**config.mk**
```make
export PLATFORM = sky130hd
export DESIGN_NAME = one_wire_bus_master
export DESIGN_NICKNAME = d
export VERILOG_FILES = /design/src/owbm_pkg.sv /design/src/owbm_core.sv /design/src/one_wire_bus_master.sv
export SDC_FILE = /design/constraint.sdc
export NUM_CORES = 1
export LEC_CHECK = 0
export BUFFER_PORTS_ARGS = -buffer_cell sky130_fd_sc_hd__buf_4
export CAP_MARGIN = 20
export CORE_ASPECT_RATIO = 0.75
export CORE_MARGIN = 2
export CORE_UTILIZATION = 55
export DETAILED_ROUTE_END_ITERATION = 8
export HOLD_SLACK_MARGIN = 0.05
export PLACE_DENSITY_LB_ADDON = 0.12
export SYNTH_ARGS = -nofsm -noshare
export SYNTH_HDL_FRONTEND = slang
export SYNTH_SLANG_ARGS = --single-unit
```
**constraint.sdc**
```tcl
create_clock -name clk -period 8.14 [get_ports clk]
set_clock_uncertainty 0.15 [all_clocks]
set_input_delay 0.814 -clock clk [delete_from_list [all_inputs] [get_ports clk]]
set_output_delay 0.814 -clock clk [all_outputs]
set_load 0.05 [all_outputs]
```
**src/owbm_pkg.sv**
```systemverilog
`timescale 1ns / 1ps
`default_nettype none
// ----------------------------------------------------------------------------
// owbm_pkg
// Shared types, codes and reset values for the single-wire bus master.
// ----------------------------------------------------------------------------
package owbm_pkg;

  // Command codes carried in s_tuser
  localparam logic [1:0] CMD_TICK  = 2'd0;
  localparam logic [1:0] CMD_RESET = 2'd1;
  localparam logic [1:0] CMD_WRITE = 2'd2;
  localparam logic [1:0] CMD_READ  = 2'd3;

  // Configuration register indexes
  localparam int unsigned CFG_IDX_W = 3;
  localparam logic [CFG_IDX_W-1:0] REG_RESET_LOW     = 3'd0;
  localparam logic [CFG_IDX_W-1:0] REG_PRESENCE_WAIT = 3'd1;
  localparam logic [CFG_IDX_W-1:0] REG_RESET_RECOV   = 3'd2;
  localparam logic [CFG_IDX_W-1:0] REG_SHORT_LOW     = 3'd3;
  localparam logic [CFG_IDX_W-1:0] REG_LONG_LOW      = 3'd4;
  localparam logic [CFG_IDX_W-1:0] REG_READ_SAMPLE   = 3'd5;
  localparam logic [CFG_IDX_W-1:0] REG_SLOT          = 3'd6;
  localparam int unsigned CFG_DATA_W = 10;

  // Register reset values
  localparam logic [9:0] RESET_LOW_DEF     = 10'd480;
  localparam logic [7:0] PRESENCE_WAIT_DEF = 8'd70;
  localparam logic [9:0] RESET_RECOV_DEF   = 10'd410;
  localparam logic [5:0] SHORT_LOW_DEF     = 6'd6;
  localparam logic [6:0] LONG_LOW_DEF      = 7'd60;
  localparam logic [6:0] READ_SAMPLE_DEF   = 7'd15;
  localparam logic [6:0] SLOT_DEF          = 7'd71;

  localparam int unsigned BITS_PER_TRANSFER_DEF = 8;

  // Bus operation, one-hot
  typedef enum logic [3:0] {
    PH_IDLE  = 4'b0001,
    PH_RESET = 4'b0010,
    PH_WRITE = 4'b0100,
    PH_READ  = 4'b1000
  } phase_t;

  typedef struct packed {
    logic [9:0] reset_low;
    logic [7:0] presence_wait;
    logic [9:0] reset_recov;
    logic [5:0] short_low;
    logic [6:0] long_low;
    logic [6:0] read_sample;
    logic [6:0] slot;
  } cfg_t;

  typedef struct packed {
    logic       rejected;
    logic [7:0] read_data;
    logic       presence;
    logic       done_res;
    logic       busy_res;
    logic       drive_low;
  } res_t;

endpackage
`default_nettype wire

```
**src/owbm_core.sv**
```systemverilog
`timescale 1ns / 1ps
`default_nettype none
// ----------------------------------------------------------------------------
// owbm_core
// Bus timing state and the per-word step: command start, tick counting,
// slot sequencing, presence and read sampling.
// ----------------------------------------------------------------------------
module owbm_core
  import owbm_pkg::*;
#(
  parameter int unsigned BITS_PER_TRANSFER = BITS_PER_TRANSFER_DEF
) (
  input  wire logic       clk,
  input  wire logic       rst,
  input  wire logic       step_en,
  input  wire logic [1:0] command,
  input  wire logic [7:0] write_data,
  input  wire logic       line_level,
  input  wire cfg_t       cfg,
  output res_t            res
);

  localparam int unsigned CNT_W = $clog2(BITS_PER_TRANSFER + 1);

  phase_t                       phase, phase_next;
  logic [11:0]                  elapsed, elapsed_next, el_inc;
  logic [CNT_W-1:0]             bit_index, bit_index_next, bi_inc;
  logic [BITS_PER_TRANSFER-1:0] shift, shift_next, sh_cur, sh_nxt, sh_rd, sample_mask;
  logic [BITS_PER_TRANSFER+7:0] wd_ext, rd_ext;
  logic                         presence_flag, presence_flag_next;
  logic [7:0]                   last_read, last_read_next;
  logic                         line_driven, line_driven_next;
  logic                         done, rej;
  logic                         rd_hit;
  logic [10:0]                  pres_sum, pres_point;
  logic [11:0]                  done_point;
  logic [6:0]                   slot_len, sample_pt;

  // Low pulse length of the current slot
  function automatic logic [6:0] low_len(input logic is_read, input logic bit_val,
                                         input logic [5:0] short_us,
                                         input logic [6:0] long_us);
    if (is_read || bit_val) begin
      return {1'b0, short_us};
    end
    return long_us;
  endfunction

  assign el_inc      = elapsed + 12'd1;
  assign bi_inc      = bit_index + 1'b1;
  assign pres_sum    = {1'b0, cfg.reset_low} + {3'b000, cfg.presence_wait};
  assign pres_point  = (pres_sum == 11'd0) ? 11'd1 : pres_sum;
  assign done_point  = {1'b0, pres_point} + {2'b00, cfg.reset_recov};
  assign slot_len    = (cfg.slot == 7'd0) ? 7'd1 : cfg.slot;
  assign sample_pt   = (cfg.read_sample == 7'd0) ? 7'd1 : cfg.read_sample;
  assign wd_ext      = {{BITS_PER_TRANSFER{1'b0}}, write_data};
  assign sample_mask = BITS_PER_TRANSFER'(1) << bit_index;
  // Read bit captured on this tick, merged into the shift register
  assign rd_hit      = (phase == PH_READ) && (el_inc == {5'd0, sample_pt}) && line_level;
  assign sh_rd       = rd_hit ? (shift | sample_mask) : shift;
  assign sh_cur      = shift >> bit_index;
  assign sh_nxt      = shift >> bi_inc;
  assign rd_ext      = {8'h00, sh_rd};

  // One step of the bus sequencer
  always_comb begin
    phase_next         = phase;
    elapsed_next       = elapsed;
    bit_index_next     = bit_index;
    shift_next         = shift;
    presence_flag_next = presence_flag;
    last_read_next     = last_read;
    line_driven_next   = line_driven;
    done               = 1'b0;
    rej                = 1'b0;
    if (command != CMD_TICK) begin
      if (phase != PH_IDLE) begin
        rej = 1'b1;
      end else begin
        elapsed_next   = 12'd0;
        bit_index_next = '0;
        case (command)
          CMD_RESET: begin
            phase_next         = PH_RESET;
            presence_flag_next = 1'b0;
            line_driven_next   = (cfg.reset_low != 10'd0);
          end
          CMD_WRITE: begin
            phase_next       = PH_WRITE;
            shift_next       = wd_ext[BITS_PER_TRANSFER-1:0];
            line_driven_next = (low_len(1'b0, write_data[0], cfg.short_low,
                                        cfg.long_low) != 7'd0);
          end
          default: begin
            phase_next       = PH_READ;
            shift_next       = '0;
            line_driven_next = (cfg.short_low != 6'd0);
          end
        endcase
      end
    end else if (phase == PH_RESET) begin
      elapsed_next = el_inc;
      if (el_inc == {1'b0, pres_point}) begin
        presence_flag_next = ~line_level;
      end
      if (el_inc >= done_point) begin
        phase_next       = PH_IDLE;
        elapsed_next     = 12'd0;
        done             = 1'b1;
        line_driven_next = 1'b0;
      end else begin
        line_driven_next = (el_inc < {2'b00, cfg.reset_low});
      end
    end else if (phase == PH_WRITE || phase == PH_READ) begin
      elapsed_next = el_inc;
      if (rd_hit) begin
        shift_next = sh_rd;
      end
      if (el_inc >= {5'd0, slot_len}) begin
        elapsed_next   = 12'd0;
        bit_index_next = bi_inc;
        if (bi_inc >= CNT_W'(BITS_PER_TRANSFER)) begin
          if (phase == PH_READ) begin
            last_read_next = rd_ext[7:0];
          end
          phase_next       = PH_IDLE;
          bit_index_next   = '0;
          done             = 1'b1;
          line_driven_next = 1'b0;
        end else begin
          line_driven_next = (low_len(phase == PH_READ, sh_nxt[0], cfg.short_low,
                                      cfg.long_low) != 7'd0);
        end
      end else begin
        line_driven_next = (el_inc < {5'd0, low_len(phase == PH_READ, sh_cur[0],
                                                    cfg.short_low, cfg.long_low)});
      end
    end
  end

  // Result of this step
  always_comb begin
    res.drive_low = line_driven_next;
    res.busy_res  = (phase_next != PH_IDLE);
    res.done_res  = done;
    res.presence  = presence_flag_next;
    res.read_data = last_read_next;
    res.rejected  = rej;
  end

  // Advance state once per processed word
  always_ff @(posedge clk) begin
    if (rst) begin
      phase         <= PH_IDLE;
      elapsed       <= 12'd0;
      bit_index     <= '0;
      shift         <= '0;
      presence_flag <= 1'b0;
      last_read     <= 8'h00;
      line_driven   <= 1'b0;
    end else if (step_en) begin
      phase         <= phase_next;
      elapsed       <= elapsed_next;
      bit_index     <= bit_index_next;
      shift         <= shift_next;
      presence_flag <= presence_flag_next;
      last_read     <= last_read_next;
      line_driven   <= line_driven_next;
    end
  end

  // Completion always lands in idle
  a_done_idle: assert property (@(posedge clk) disable iff (rst)
    step_en && done |=> phase == PH_IDLE)
    else $error("operation completed but sequencer not idle");

  // A rejected start leaves the operation untouched
  a_rej_hold: assert property (@(posedge clk) disable iff (rst)
    step_en && rej |=> $stable(phase) && $stable(elapsed) && $stable(bit_index))
    else $error("rejected start disturbed the running operation");

  // Line is released whenever the bus is idle
  a_idle_release: assert property (@(posedge clk) disable iff (rst)
    phase == PH_IDLE |-> !line_driven)
    else $error("line driven while idle");

  // Slot counter never passes the longest slot
  a_slot_bound: assert property (@(posedge clk) disable iff (rst)
    (phase == PH_WRITE || phase == PH_READ) |-> elapsed < 12'd128)
    else $error("slot tick count out of range");

endmodule
`default_nettype wire

```
**src/one_wire_bus_master.sv**
```systemverilog
`timescale 1ns / 1ps
`default_nettype none
// ----------------------------------------------------------------------------
// one_wire_bus_master
// Single-wire bus master stepped by microsecond tick words: bus reset with
// presence detect, byte write and byte read, LSB first.
// ----------------------------------------------------------------------------
// Path: an accepted word passes the input register, one step of the sequencer
//   and the result register before its result word appears.
// Throughput: one word per cycle unless the result stream stalls; the tick
//   step is one counter update and compare between the input and result registers.
// Reset: synchronous; registers return to their default timings, the bus is
//   idle and released, presence and read data clear. No clearing pass.
module one_wire_bus_master
  import owbm_pkg::*;
#(
  parameter int unsigned BITS_PER_TRANSFER = BITS_PER_TRANSFER_DEF
) (
  input  wire logic                  clk,
  input  wire logic                  rst,
  // Item stream in
  input  wire logic                  s_tvalid,
  output logic                       s_tready,
  input  wire logic [15:0]           s_tdata,  // write_data[7:0], line_level[8], zero
  input  wire logic [1:0]            s_tuser,  // command[1:0]
  // Result stream out
  output logic                       m_tvalid,
  input  wire logic                  m_tready,
  output logic [15:0]                m_tdata,  // drive_low[0], busy_res[1], done_res[2],
                                               // presence[3], read_data[11:4],
                                               // rejected[12], zero
  // Register write port
  input  wire logic                  cfg_valid,
  output logic                       cfg_ready,
  input  wire logic [CFG_IDX_W-1:0]  cfg_index,
  input  wire logic [CFG_DATA_W-1:0] cfg_data
);

  cfg_t       cfg;
  res_t       res;
  logic       in_valid;
  logic [1:0] in_cmd;
  logic [7:0] in_wdata;
  logic       in_line;
  logic       advance, step_en;

  assign advance   = !m_tvalid || m_tready;
  assign step_en   = in_valid && advance;
  assign s_tready  = !in_valid || advance;
  assign cfg_ready = 1'b1;

  // Timing registers
  always_ff @(posedge clk) begin
    if (rst) begin
      cfg.reset_low     <= RESET_LOW_DEF;
      cfg.presence_wait <= PRESENCE_WAIT_DEF;
      cfg.reset_recov   <= RESET_RECOV_DEF;
      cfg.short_low     <= SHORT_LOW_DEF;
      cfg.long_low      <= LONG_LOW_DEF;
      cfg.read_sample   <= READ_SAMPLE_DEF;
      cfg.slot          <= SLOT_DEF;
    end else if (cfg_valid && cfg_ready) begin
      case (cfg_index)
        REG_RESET_LOW:     cfg.reset_low     <= cfg_data[9:0];
        REG_PRESENCE_WAIT: cfg.presence_wait <= cfg_data[7:0];
        REG_RESET_RECOV:   cfg.reset_recov   <= cfg_data[9:0];
        REG_SHORT_LOW:     cfg.short_low     <= cfg_data[5:0];
        REG_LONG_LOW:      cfg.long_low      <= cfg_data[6:0];
        REG_READ_SAMPLE:   cfg.read_sample   <= cfg_data[6:0];
        REG_SLOT:          cfg.slot          <= cfg_data[6:0];
        default: ;
      endcase
    end
  end

  // Input register
  always_ff @(posedge clk) begin
    if (rst) begin
      in_valid <= 1'b0;
    end else if (s_tready) begin
      in_valid <= s_tvalid;
    end
  end

  always_ff @(posedge clk) begin
    if (s_tvalid && s_tready) begin
      in_cmd   <= s_tuser;
      in_wdata <= s_tdata[7:0];
      in_line  <= s_tdata[8];
    end
  end

  owbm_core #(
    .BITS_PER_TRANSFER (BITS_PER_TRANSFER)
  ) u_core (
    .clk        (clk),
    .rst        (rst),
    .step_en    (step_en),
    .command    (in_cmd),
    .write_data (in_wdata),
    .line_level (in_line),
    .cfg        (cfg),
    .res        (res)
  );

  // Result register
  always_ff @(posedge clk) begin
    if (rst) begin
      m_tvalid <= 1'b0;
    end else if (advance) begin
      m_tvalid <= in_valid;
    end
  end

  always_ff @(posedge clk) begin
    if (step_en) begin
      m_tdata <= {3'b000, res};
    end
  end

endmodule
`default_nettype wire

```
== Yosys cells after proc, flatten, opt, wreduce, memory -nomap -nowiden ==
Cells that the tools add are included.

* Add/subtract/negate cells: 4
* Multiply operators: 0
* Divide/modulo/power cells: 0
* Magnitude comparators: 5
* Equal/unequal tests: 18
* Shift-type cells: 3
* Mux-type cells: 88
* Bitwise gates (word level): 2
* Reductions and logical operators: 34

{| class="wikitable"
|+ Operators by type and width
! operator !! number
|-
| 7-bit 2-to-1 mux || 20
|-
| 8-bit 2-to-1 mux || 12
|-
| 12-bit 2-to-1 mux || 6
|-
| 4-bit 2-to-1 mux || 13
|-
| 1-bit 2-to-1 mux || 33
|-
| 8-bit one-hot mux with 2 select lines || 1
|-
| 8-bit by 4-bit >> shifter with 1-bit output || 2
|-
| 7-bit logical NOT || 2
|-
| 2-bit AND reduction || 7
|-
| 7-bit nonzero test || 2
|-
| 11-bit by 10-bit adder with 12-bit output || 1
|-
| 12-bit by 1-bit adder with 12-bit output, second input constant || 1
|-
| 12-bit by 11-bit == test with 1-bit output || 1
|-
| 12-bit by 7-bit == test with 1-bit output || 1
|-
| 12-bit >= comparator || 1
|-
| 12-bit by 7-bit >= comparator with 1-bit output || 1
|-
| 12-bit by 10-bit less-than comparator with 1-bit output || 1
|-
| 12-bit by 7-bit less-than comparator with 1-bit output || 1
|-
| 10-bit by 8-bit adder with 11-bit output || 1
|-
| 11-bit logical NOT || 1
|-
| 11-bit 2-to-1 mux || 1
|-
| 10-bit nonzero test || 1
|-
| 3-bit == test, second input constant || 3
|-
| 4-bit by 1-bit inequality test with 1-bit output, second input constant || 2
|-
| other kinds (26) || 39
|}

* Flip-flop bits (word level): 119
* Latch bits: 0
* Bits in writable memories: 0
* ROM bits: 0
* Input port bits: 36
* Output and inout port bits: 19
* Word-level logic and storage cells: 176
* Memories kept: 0

== Depth between registers and ports, before layout ==
Gate-level depths: netlist (run 1).

* Depth after elaboration: 21
* Gate-level depth with buffers: 28
* Gate-level depth less buffers: 27

== Modules after synthesis ==
From an unflattened synthesis (run 1), not the netlist that was laid out.

* Cells, all modules: 846
* Area, all modules: 7709.9 µm²

{| class="wikitable"
|+ By module, submodules not included
! module !! instances !! cells each !! area each (µm²) !! sequential area each (µm²)
|-
| owbm_core || 1 || 593 || 4634.4 || 760.7
|-
| one_wire_bus_master || 1 || 253 || 3075.4 || 1861.8
|}

== Least setup slack after synthesis (run 1) ==
No wires, ideal clock.

* Path type: reg2reg
* Start: register cfg[45] (netlist name)
* End: register u_core.elapsed[2]
* Setup time: 0.070 ns
* Arrival time: 5.692 ns
* Data required time: 7.920 ns
* Slack: 2.228 ns
* Stages on the path, launching flop included: 28
* Buffers on the path: 1
* Period minus slack after synthesis: 5.912 ns
* Cells stage by stage: dfxtp_1 > ha_1 > inv_1 > fa_1 > nor2b_1 > o21ai_0 > a211oi_1 > mux2_2 > a41oi_1 > inv_1 > ha_1 > fa_1 > a21o_1 > a21oi_1 > o21bai_1 > a21oi_1 > o21bai_1 > a21oi_1 > o211ai_1 > xor2_1 > ha_1 > a21oi_1 > nand2_1 > a311o_1 > a21oi_1 > clkbuf_1 > o221ai_1 > a21oi_1

* Longest elaborated chain between the ends: 8

{| class="wikitable"
|+ RTL lines
! what !! RTL line !! source
|-
| 10-bit by 8-bit adder with 11-bit output * || owbm_core.sv:51 || <nowiki>assign pres_sum = {1'b0, cfg.reset_low} + {3'b000, cfg.presence_wait};</nowiki>
|-
| 11-bit logical NOT || owbm_core.sv:52 || <nowiki>assign pres_point = (pres_sum == 11'd0) ? 11'd1 : pres_sum;</nowiki>
|-
| 11-bit 2-to-1 mux * || owbm_core.sv:52 ||
|-
| 11-bit by 10-bit adder with 12-bit output * || owbm_core.sv:53 || <nowiki>assign done_point = {1'b0, pres_point} + {2'b00, cfg.reset_recov};</nowiki>
|-
| 12-bit >= comparator * || owbm_core.sv:106 || <nowiki>if (el_inc >= done_point) begin</nowiki>
|-
| 12-bit 2-to-1 mux * || owbm_core.sv:106 ||
|-
| 12-bit 2-to-1 mux * || owbm_core.sv:101 || <nowiki>end else if (phase == PH_RESET) begin</nowiki>
|-
| 12-bit 2-to-1 mux * || owbm_core.sv:76 || <nowiki>if (command != CMD_TICK) begin</nowiki>
|-
| to (signal assigned) || owbm_core.sv:163 || <nowiki>elapsed <= elapsed_next;</nowiki>
|-
| to (decl) || owbm_core.sv:26 || <nowiki>logic [11:0] elapsed, elapsed_next, el_inc;</nowiki>
|}

Every way passes the cells marked *; elsewhere a longest branch is shown, timed or not.
A chain may end at the register's enable or synchronous reset.

== Worst setup path in the final report (run 1) ==
* Start: register cfg[45] (netlist name)
* End: register u_core.elapsed[5]

* Longest elaborated chain between the ends: 8

{| class="wikitable"
|+ RTL lines
! what !! RTL line
|-
| 10-bit by 8-bit adder with 11-bit output * || owbm_core.sv:51
|-
| 11-bit logical NOT || owbm_core.sv:52
|-
| 11-bit 2-to-1 mux * || owbm_core.sv:52
|-
| 11-bit by 10-bit adder with 12-bit output * || owbm_core.sv:53
|-
| 12-bit >= comparator * || owbm_core.sv:106
|-
| 12-bit 2-to-1 mux * || owbm_core.sv:106
|-
| 12-bit 2-to-1 mux * || owbm_core.sv:101
|-
| 12-bit 2-to-1 mux * || owbm_core.sv:76
|}

Marks and branches as above.

==> impl_metrics.toml, run 1 <==
[sta]
hold_viol = 0
period_share_pct = 84.41
rsz0062_at_grt = "no"
worstMarginPinSlew_ns = 0.9465
timing.fmax_mhz = 145.5
tns_ns = 0
min_period_ns = 6.871
max_slew_margin_pct = 36.90
setup_viol = 0
maxSlewViolCount = 0

[synthesis]
synth_seq_cells = 119
netlist_area_um2 = 7575
synth_warnings = 0
synthDistinctLibCells = 84
synth_edf_count = 24
synth_top_area_share_pct = 25.11
yosysSeqAreaShare_pct = 34.62
async_flop_share_pct = 0
synth_ff_type = "dfxtp_1"
synth_cells = 870
synth_area_leaders = "dfxtp_1 25%, ha_1 10%, edfxtp_1 9.5%, nand2_1 6.5%, a21oi_1 4.1%"
netlist.top_cell.by_area = "dfxtp_1"
synth_area_per_cell_um2 = 8.707

[route]
wire_per_inst_um = 18.76
vias_per_cell = 6.137
vias = 6689
drtIter0Drc = 649
wl_um = 20450
drtPass1Iterations = 5
final_antenna_net_count = 0
drc_errors = 0

[global_route]
grt_max_degree = 64
grt_use_total_pct = 28.36
antenna_found_initial = 0
grt_pass1_wl_um = 32630
grt_overflow = 0
grt_pass1_vias = 6218

[cells_and_area]
layout_commonest_cell = "nand2_1"
drive_above_1_share_pct = 11.69
seq_area_um2 = 2623
fin_cells = 1090
multi_input_area_um2 = 4611
diodes = 0
final_core_util_pct = 63.58
fillCellCount = 1174
final_cell_mix = "132 x nand2_1, 95 x dfxtp_1, 62 x a21oi_1, 62 x ha_1, 55 x nor2_1"
nNetsFinal = 1002
area_growth_pct = 13.86

[clocking]
clkLatencyLatePin_ns = 0.43
clock-sinks = 119
numCtsBuffers = 17
htreeDepth = 4
ctsHoldBuffers = 0
tritoncts = "yes"
post_cts_resized = 0
post_cts.repair.setup_buffers = 0
root_buffer = "clkbuf_16"
clk_path_buf_depth = 2
clk_pin_slew_ns = 0.06

[floorplan]
ios = 55
die_h_um = 105.6
die_x_um = 139.5
initial_core_util_pct = 55.84
coreArea_um2 = 13560
row_count = 37
dieArea_um2 = 14740

[power]
ir_drop_uv = 166.5
p_switching_mw = 0.4570
powerDensity_nw_per_um2 = 188.2
p_clk_share_pct = 46.6
power.internal_mw = 1.166
combPwrFrac_pct = 14.3
p_leak_nw = 3.525
p_seq_share_pct = 39.1
netSwitchingFraction_pct = 28.16

[setup_path]
r2r_setup_slack_ns = 1.27
required_ns = 8.34
criticalPathCategory = "register to register"
endpoint_kind = "register"
crit_fanout = 12
rr_worst_depth = 27
arrival_ns = 7.07
timing.rr.start = "cfg[45]"
crit_path_start_kind = "register"
r2r_end = "u_core.elapsed[5]"

[placed_design]
gp_congestion = 0.9038
place_inst = 1057
dp_hpwl_um = 14920
placement.io_buffers = 43

[job]
cap_viol_max_count = 0

[hold_path]
holdPathStages = 2
hold_path.class = "register to register"
whs_endpoint = "cfg[33]"
hp-start = "cfg[33]"

[status]
status = "complete, no violations"
-- final cells by class --
cell class / count / share of cell area [%]
Inverter: 48 / 2.089
Clock inverter: 15 / 1.944
Multi-Input combinational cell: 666 / 53.46
Clock buffer: 17 / 4.933
Timing Repair Buffer: 50 / 4.628
Sequential cell: 119 / 30.41
Tap cell: 175 / 2.539
-- power by group through the flow --
stage | clock [mW] | combinational [mW] | sequential (mW)
3_3_place_gp | 0 | 0.217 | 0.646
4_1_cts | 0.761 | 0.228 | 0.634
6_report | 0.756 | 0.232 | 0.634
2_1_floorplan | 0 | 0.158 | 0.650
5_1_grt | 0.790 | 0.255 | 0.636
3_5_place_dp | 0 | 0.227 | 0.646
-- cells in the mapped netlist, types with 5 or more instances --
cell / instances
nor2b_1: 18
o21bai_1: 5
o21ai_0: 31
ha_1: 62
nand2_1: 132
o211a_1: 6
a21o_1: 8
xor2_1: 8
nand4_1: 7
nor4_1: 8
or4_1: 9
nor3b_1: 5
mux2i_1: 27
xnor2_1: 26
nand2b_1: 10
a211oi_1: 8
nor2_1: 55
a31oi_1: 9
nor3_1: 15
o211ai_1: 26
dfxtp_1: 95
inv_1: 47
clkbuf_1: 29
edfxtp_1: 24
a21oi_1: 62
nand3_1: 29
-- routing by layer --
metal  track usage, %  up-vias  routed length (um)
li1                 -     3220                   -
met5                0        -                   0
met3            6.770       29                1827
met2            41.07      273                8631
met4            7.792        0                 313
met1            42.14     3167                9675
-- critical path, stage by stage (launching register included) --
cell      delay, ns
dfxtp_1        0.38
ha_1           0.22
inv_1          0.07
fa_1           0.40
nor2b_1        0.21
o21ai_0        0.16
a211oi_1       0.23
buf_4          0.20
mux2_2         0.33
a41oi_1        0.29
inv_1          0.09
ha_1           0.22
fa_1           0.41
a21o_1         0.17
a21oi_1        0.21
o21bai_1       0.09
a21oi_1        0.25
o21bai_1       0.13
a21oi_1        0.27
o211ai_1       0.16
xor2_1         0.16
ha_1           0.19
a21oi_1        0.17
nand2_1        0.10
a311o_1        0.34
a21oi_1        0.74
o221ai_1       0.25
a21oi_1        0.18
-- worst max path at each step --
stage / startpoint / depth (start not counted) / end
4_1_cts: cfg[45] / 27 / u_core.elapsed[5]
3_3_place_gp: cfg[45] / 27 / u_core.elapsed[5]
6_report: cfg[45] / 27 / u_core.elapsed[5]
3_5_place_dp: cfg[45] / 27 / u_core.elapsed[5]
2_1_floorplan: cfg[45] / 27 / u_core.elapsed[2]
5_1_grt: cfg[45] / 27 / u_core.elapsed[5]
-- kinds of logic (layout without fill, tap and decap cells) --
kind of cell               after synthesis  in the layout  share of synthesized area [%]
AOI/OAI and AO/OA                      210            210                          19.18
xor gates and xnor gates                39             39                          5.418
adders and majority gates               64             64                          10.77
buffers and inverters                   87            130                          4.674
DFF                                    119            119                          34.62
muxes                                   34             34                          5.203
other                                    2              4                        0.09914
and+or+nand+nor                        315            315                          20.04
-- state kept, by name, indices dropped and copies added (netlist names) --
| signal | count |
|---|---|
| u_core.shift | 8 |
| cfg | 55 |
| in_wdata | 8 |
| u_core.line_driven | 1 |
| in_line | 1 |
| u_core.presence_flag | 1 |
| u_core.bit_index | 4 |
| in_valid | 1 |
| in_cmd | 2 |
| m_tdata | 13 |
| u_core.last_read | 8 |
| u_core.elapsed | 12 |
| m_tvalid | 1 |
| u_core.phase | 4 |
-- stage by stage --
stage               setup slack, ns  area, um2  hold WS, ns  total power [mW]
floorplan                     2.228       7582       0.2863            0.8080
global placement              1.568       7993       0.2977            0.8629
detailed placement            1.285       8020       0.3045            0.8735
CTS                           1.253       8613       0.3129             1.623
global route                 0.7272       8625       0.3398             1.682
finish                        1.269       8625       0.3139             1.623
No activity file was read; power rests on OpenSTA's default activity.
==> run 2, diff against run 1 <==
Clock period 8.14 ns to 6.1 ns, I/O delays scaled along.
==> run 2 against run 1 <==
  * Global-route usage barely moved
  * Via count rose by 1.5%
  * Critical path depth rose by 1
  * Non-clock buffer count rose by 13
  * Sequential cell count did not move
  * Final cell count rose by 1.2%
  * Sequential power rose by 34%
  * Critical endpoint is now u_core.elapsed[2]
  * Largest cell class unchanged
  * Largest power group unchanged
==> impl_metrics.toml, run 2 (synthesis gave the netlist of run 1 again) <==
[status]
status = "complete, no violations"

[floorplan]
coreArea_um2 = 13560
ios = 55
row_count = 37
die_x_um = 139.5
dieArea_um2 = 14740
die_h_um = 105.6
initial_core_util_pct = 55.84

[placed_design]
dp_hpwl_um = 14970
placement.io_buffers = 43
gp_congestion = 0.9167
pre_cts_slack_ns = 0.007474

[setup_path]
criticalPathCategory = "register to register"
cp_common_cell = "a21oi_2"
endpoint_kind = "register"
required_ns = 6.29
arrival_ns = 6.02
cp_top_family = "compound AO/OA/AOI/OAI gates"
cp.buffers_inverters = 4
crit_path_start_kind = "register"
slowest_stage = "a311o_1"
crit_fanout = 5
cpPeakStageDelay_ns = 0.38

[sta]
hold_ws_ns = 0.2063
max_slew_margin_pct = 35.01
hold_viol = 0
tns_ns = 0
worstMarginPinSlew_ns = 0.9716
setup_viol = 0
min_period_ns = 5.828
period_share_pct = 95.54
timing.fmax_mhz = 171.6
setup_ws_ns = 0.2721
maxSlewViolCount = 0

[route]
drtIter0Drc = 695
vias = 6791
vias_per_cell = 6.157
drc_errors = 0
drtPass1Iterations = 5
wire_per_inst_um = 18.65
wl_um = 20570
final_antenna_net_count = 0

[cells_and_area]
diodes = 0
top_register = "cfg"
reg.largest.list = "cfg x55, m_tdata x13, u_core.elapsed x12"
final_core_util_pct = 64.86
layout_commonest_cell = "nand2_1"
area_growth_pct = 16.15
nNetsFinal = 1015
final_cell_mix = "132 x nand2_1, 94 x dfxtp_1, 60 x ha_1"
largest_reg_flops = 55
drive_above_1_share_pct = 14.55

[hold_path]
hold_path.class = "input pin to register"

[global_route]
grt_pass1_wl_um = 32630
grt_use_total_pct = 28.40
grt_pass1_vias = 6105
grt_max_degree = 64
grt_overflow = 0
antenna_found_initial = 1

[clocking]
htreeDepth = 4
clock-sinks = 119
clkLatencyLatePin_ns = 0.43
clk_path_buf_depth = 2
ctsHoldBuffers = 0
tritoncts = "yes"
clk_pin_slew_ns = 0.06
numCtsBuffers = 17
root_buffer = "clkbuf_16"

[power]
ir_drop_uv = 217.6
powerDensity_nw_per_um2 = 253.4
power_mw = 2.230
p_leak_nw = 3.611

[job]
cap_viol_max_count = 0
run 2: final cells by class:
| cell class | instances | area, um2 |
|---|---|---|
| inverters | 48 | 180.2 |
| well taps | 175 | 219.0 |
| repair buffers | 63 | 498.0 |
| clock inverters | 15 | 188.9 |
| clock buffers | 17 | 425.4 |
| flip-flops and latches | 119 | 2624 |
| multi-input cells | 666 | 4663 |
| fillers | 1109 | 4766 |
run 2: final timing paths:
check	startpoint	to	slack (ns)	depth (start not counted)
hold / removal	s_tdata[1]	in_wdata[1]	0.21	1
setup / recovery	cfg[45]	u_core.elapsed[2]	0.27	28
setup reg to reg	cfg[45]	u_core.elapsed[2]	0.27	28
hold reg to reg	cfg[5]	cfg[5]	0.31	2
run 2: report_power, final:
group | leakage (nW) | internal (mW) | total [mW] | switching (mW)
registers | 1.00 | 0.826 | 0.847 | 0.0205
clock network | 0.303 | 0.652 | 1.05 | 0.400
logic | 2.30 | 0.133 | 0.331 | 0.197
run 2: per-stage QoR:
step | area (um2) | std cells
2_1_floorplan | 7582 | 872
3_3_place_gp | 8053 | 1064
3_5_place_dp | 8080 | 1065
4_1_cts | 8698 | 1097
5_1_grt | 8798 | 1103
6_report | 8798 | 1103
run 2: timing repair:
item	CTS	global route
resized for setup	1	17
endpoints found under the hold margin	0	0
buffers inserted	0	4
pin swaps	0	9
gates cloned	0	1
setup endpoints to repair	3	18
run 2: worst register-to-register path, delay by kind of cell, from the launching register on:
family,cells,cell delay [ns]
simple gates,2,0.24
mux,1,0.34
xor+xnor,1,0.16
flops,1,0.35
buf+inv,4,0.44
compound gates,15,2.75
fa+ha+maj,5,1.34
run 2: layer usage:
layer	routed length, um	GRT usage (%)
met5	0	0
met3	1821	6.951
met1	9853	43.42
met2	8566	39.25
met4	325	8.369
==> run 3, diff against run 2 <==
Settings changed: CORE_ASPECT_RATIO 0.75 to 0.6.
==> run 3 against run 2 <==
  * Non-clock buffer count grew 3
  * Critical path depth shrank 4
  * Final area shrank 0.38%
  * Clock-buffer cell count is the same
  * Sequential cell count is the same
  * Register-to-register slack lost 0.08 ns
  * Maximum frequency shrank 1.4%
  * Die area grew 0.14%
  * Hold slack gained 0.0085 ns
  * Global-route usage grew 2.2 points
  * Wire length grew 6.8%
  * Critical path type unchanged
  * Critical endpoint is now u_core.phase[0]
  * Largest cell class unchanged
  * Highest routed layer unchanged
==> impl_metrics.toml, run 3 (synthesis gave the netlist of run 1 again) <==
[cells_and_area]
final_cell_mix = "132 x nand2_1, 95 x dfxtp_1, 64 x buf_4"
diodes = 0
top_register = "cfg"
drive_above_1_share_pct = 14.29
nNetsFinal = 1018
fillCellCount = 1142
area_growth_pct = 15.71
largest_reg_flops = 55
reg.largest.list = "cfg x55, m_tdata x13, u_core.elapsed x12"
fin_cells = 1106
layout_commonest_cell = "nand2_1"

[floorplan]
ios = 55
dieArea_um2 = 14760
coreArea_um2 = 13540
row_count = 33
initial_core_util_pct = 55.93
die_x_um = 155.5
die_h_um = 94.91

[power]
power_mw = 2.201
p_clk_share_pct = 46.3
p_seq_share_pct = 38.5
p_leak_nw = 3.607
powerDensity_nw_per_um2 = 251.1
netSwitchingFraction_pct = 28.70
combPwrFrac_pct = 15.3
power.internal_mw = 1.569
ir_drop_uv = 189.0
p_switching_mw = 0.6317

[global_route]
grt_use_total_pct = 30.60
antenna_found_initial = 0
grt.busiest_layer = "met1"
grt_pass1_vias = 6338
use_met3_pct = 7.022
grt_overflow = 0
grt_max_degree = 64
grt_pass1_wl_um = 34470
met1_usage_pct = 46.95
met2_usage_pct = 43.77

[setup_path]
endpoint_kind = "register"
slowest_stage = "a2111oi_0"
r2r_end = "u_core.phase[0]"
crit_fanout = 8
criticalPathCategory = "register to register"
timing.rr.start = "cfg[43]"
rr_worst_depth = 24
r2r_setup_slack_ns = 0.19
required_ns = 6.25
crit_path_start_kind = "register"
cpPeakStageDelay_ns = 0.52
crit_chain = "ha_1 > a2111oi_0 > o21ai_1 > nand2_1 > xor2_1 > a41oi_2 > inv_1 > ha_1 > fa_1 > a21o_1 > a21oi_1 > o21bai_1 > a21oi_2 > o21bai_1 > a21oi_2 > o211ai_1 > xor2_1 > ha_1 > a21oi_2 > nand2_1 > a311o_1 > nand2_1 > o22ai_1 > a221o_1"
arrival_ns = 6.06

[route]
vias = 6931
drtIter0Drc = 662
vias_per_cell = 6.267
wire_per_inst_um = 19.85
final_antenna_net_count = 0
drc_errors = 0
drtPass1Iterations = 7
wl_um = 21960

[clocking]
tritoncts = "yes"
ctsHoldBuffers = 0
clk_path_buf_depth = 2
htreeDepth = 4
clock-sinks = 119
root_buffer = "clkbuf_16"
clk_pin_slew_ns = 0.06
clkLatencyLatePin_ns = 0.42
numCtsBuffers = 17

[placed_design]
placement.io_buffers = 43
place_inst = 1072
gp_congestion = 0.8954
dp_hpwl_um = 16120
pre_cts_slack_ns = 0.04062

[sta]
maxSlewViolCount = 0
hold_ws_ns = 0.2148
timing.fmax_mhz = 169.2
setup_viol = 0
setup_ws_ns = 0.1910
min_period_ns = 5.909
max_slew_margin_pct = 35.94
hold_viol = 0
period_share_pct = 96.87
worstMarginPinSlew_ns = 0.9576

[status]
status = "complete, no violations"

[hold_path]
holdPathStages = 1
hold_path.class = "input pin to register"
hp-start = "s_tdata[7]"
whs_endpoint = "in_wdata[7]"

[job]
cap_viol_max_count = 0
run 3: changes by cell type in the layout (fill, tap and decap cells not counted), sizes merged:
cell,change
bufinv,-1
buf,+3
clkinvlp,+2
clkinv,+2
inv,-3
run 3: critical path, delay by kind of cell (launching register included):
family | cells | cell delay (ns)
AOI/OAI and AO/OA | 14 | 3.22
buffers and inverters | 1 | 0.08
adders and majority gates | 4 | 1.23
and+or+nand+nor | 3 | 0.45
xor gates and xnor gates | 2 | 0.33
DFF | 1 | 0.32
run 3: worst max-delay path by stage:
stage                     slack (ns)     from  cells after the start                end
after floorplan                 0.19  cfg[45]                     27  u_core.elapsed[2]
after global placement          0.24  cfg[37]                     26    u_core.phase[0]
after detailed placement        0.04  cfg[45]                     27  u_core.elapsed[5]
after CTS                       0.01  cfg[45]                     27  u_core.elapsed[5]
after global routing           -0.04  cfg[45]                     27  u_core.elapsed[7]
final                           0.19  cfg[43]                     24    u_core.phase[0]
run 3: area by class of cell:
type,instances,area (um2),area share [%]
Sequential cell,119,2623,29.92
Clock inverter,15,167.7,1.913
Tap cell,175,219.0,2.498
Clock buffer,17,425.4,4.854
Multi-Input combinational cell,666,4653,53.09
Timing Repair Buffer,66,496.7,5.667
Inverter,48,180.2,2.056
run 3: layer usage:
metal / share of wire [%] / vias to the layer above
met4: 1.2 / 0
li1: - / 3247
met1: 48 / 3321
met5: 0 / -
met2: 40 / 334
met3: 10 / 29
run 3: timing repair:
| item | 4_1_cts | 5_1_grt |
|---|---|---|
| buffers inserted | 0 | 1 |
| gates resized for setup | 0 | 12 |
| endpoints found under the setup margin | 0 | 18 |
run 3: power groups by stage:
stage	Clock, mW	Sequential, mW	Combinational [mW]
after global routing	1.06	0.849	0.363
after global placement	0	0.862	0.303
final	1.02	0.846	0.336
after detailed placement	0	0.863	0.314
after floorplan	0	0.867	0.211
after CTS	1.03	0.846	0.317
run 3: through the flow:
step	TNS, ns	util (%)	cell area [um2]
5_1_grt	-0.1363	64.72	8765
2_1_floorplan	0	-	7582
4_1_cts	0	64.26	8703
3_3_place_gp	0	59.85	8105
6_report	0	64.72	8765
3_5_place_dp	0	59.89	8110
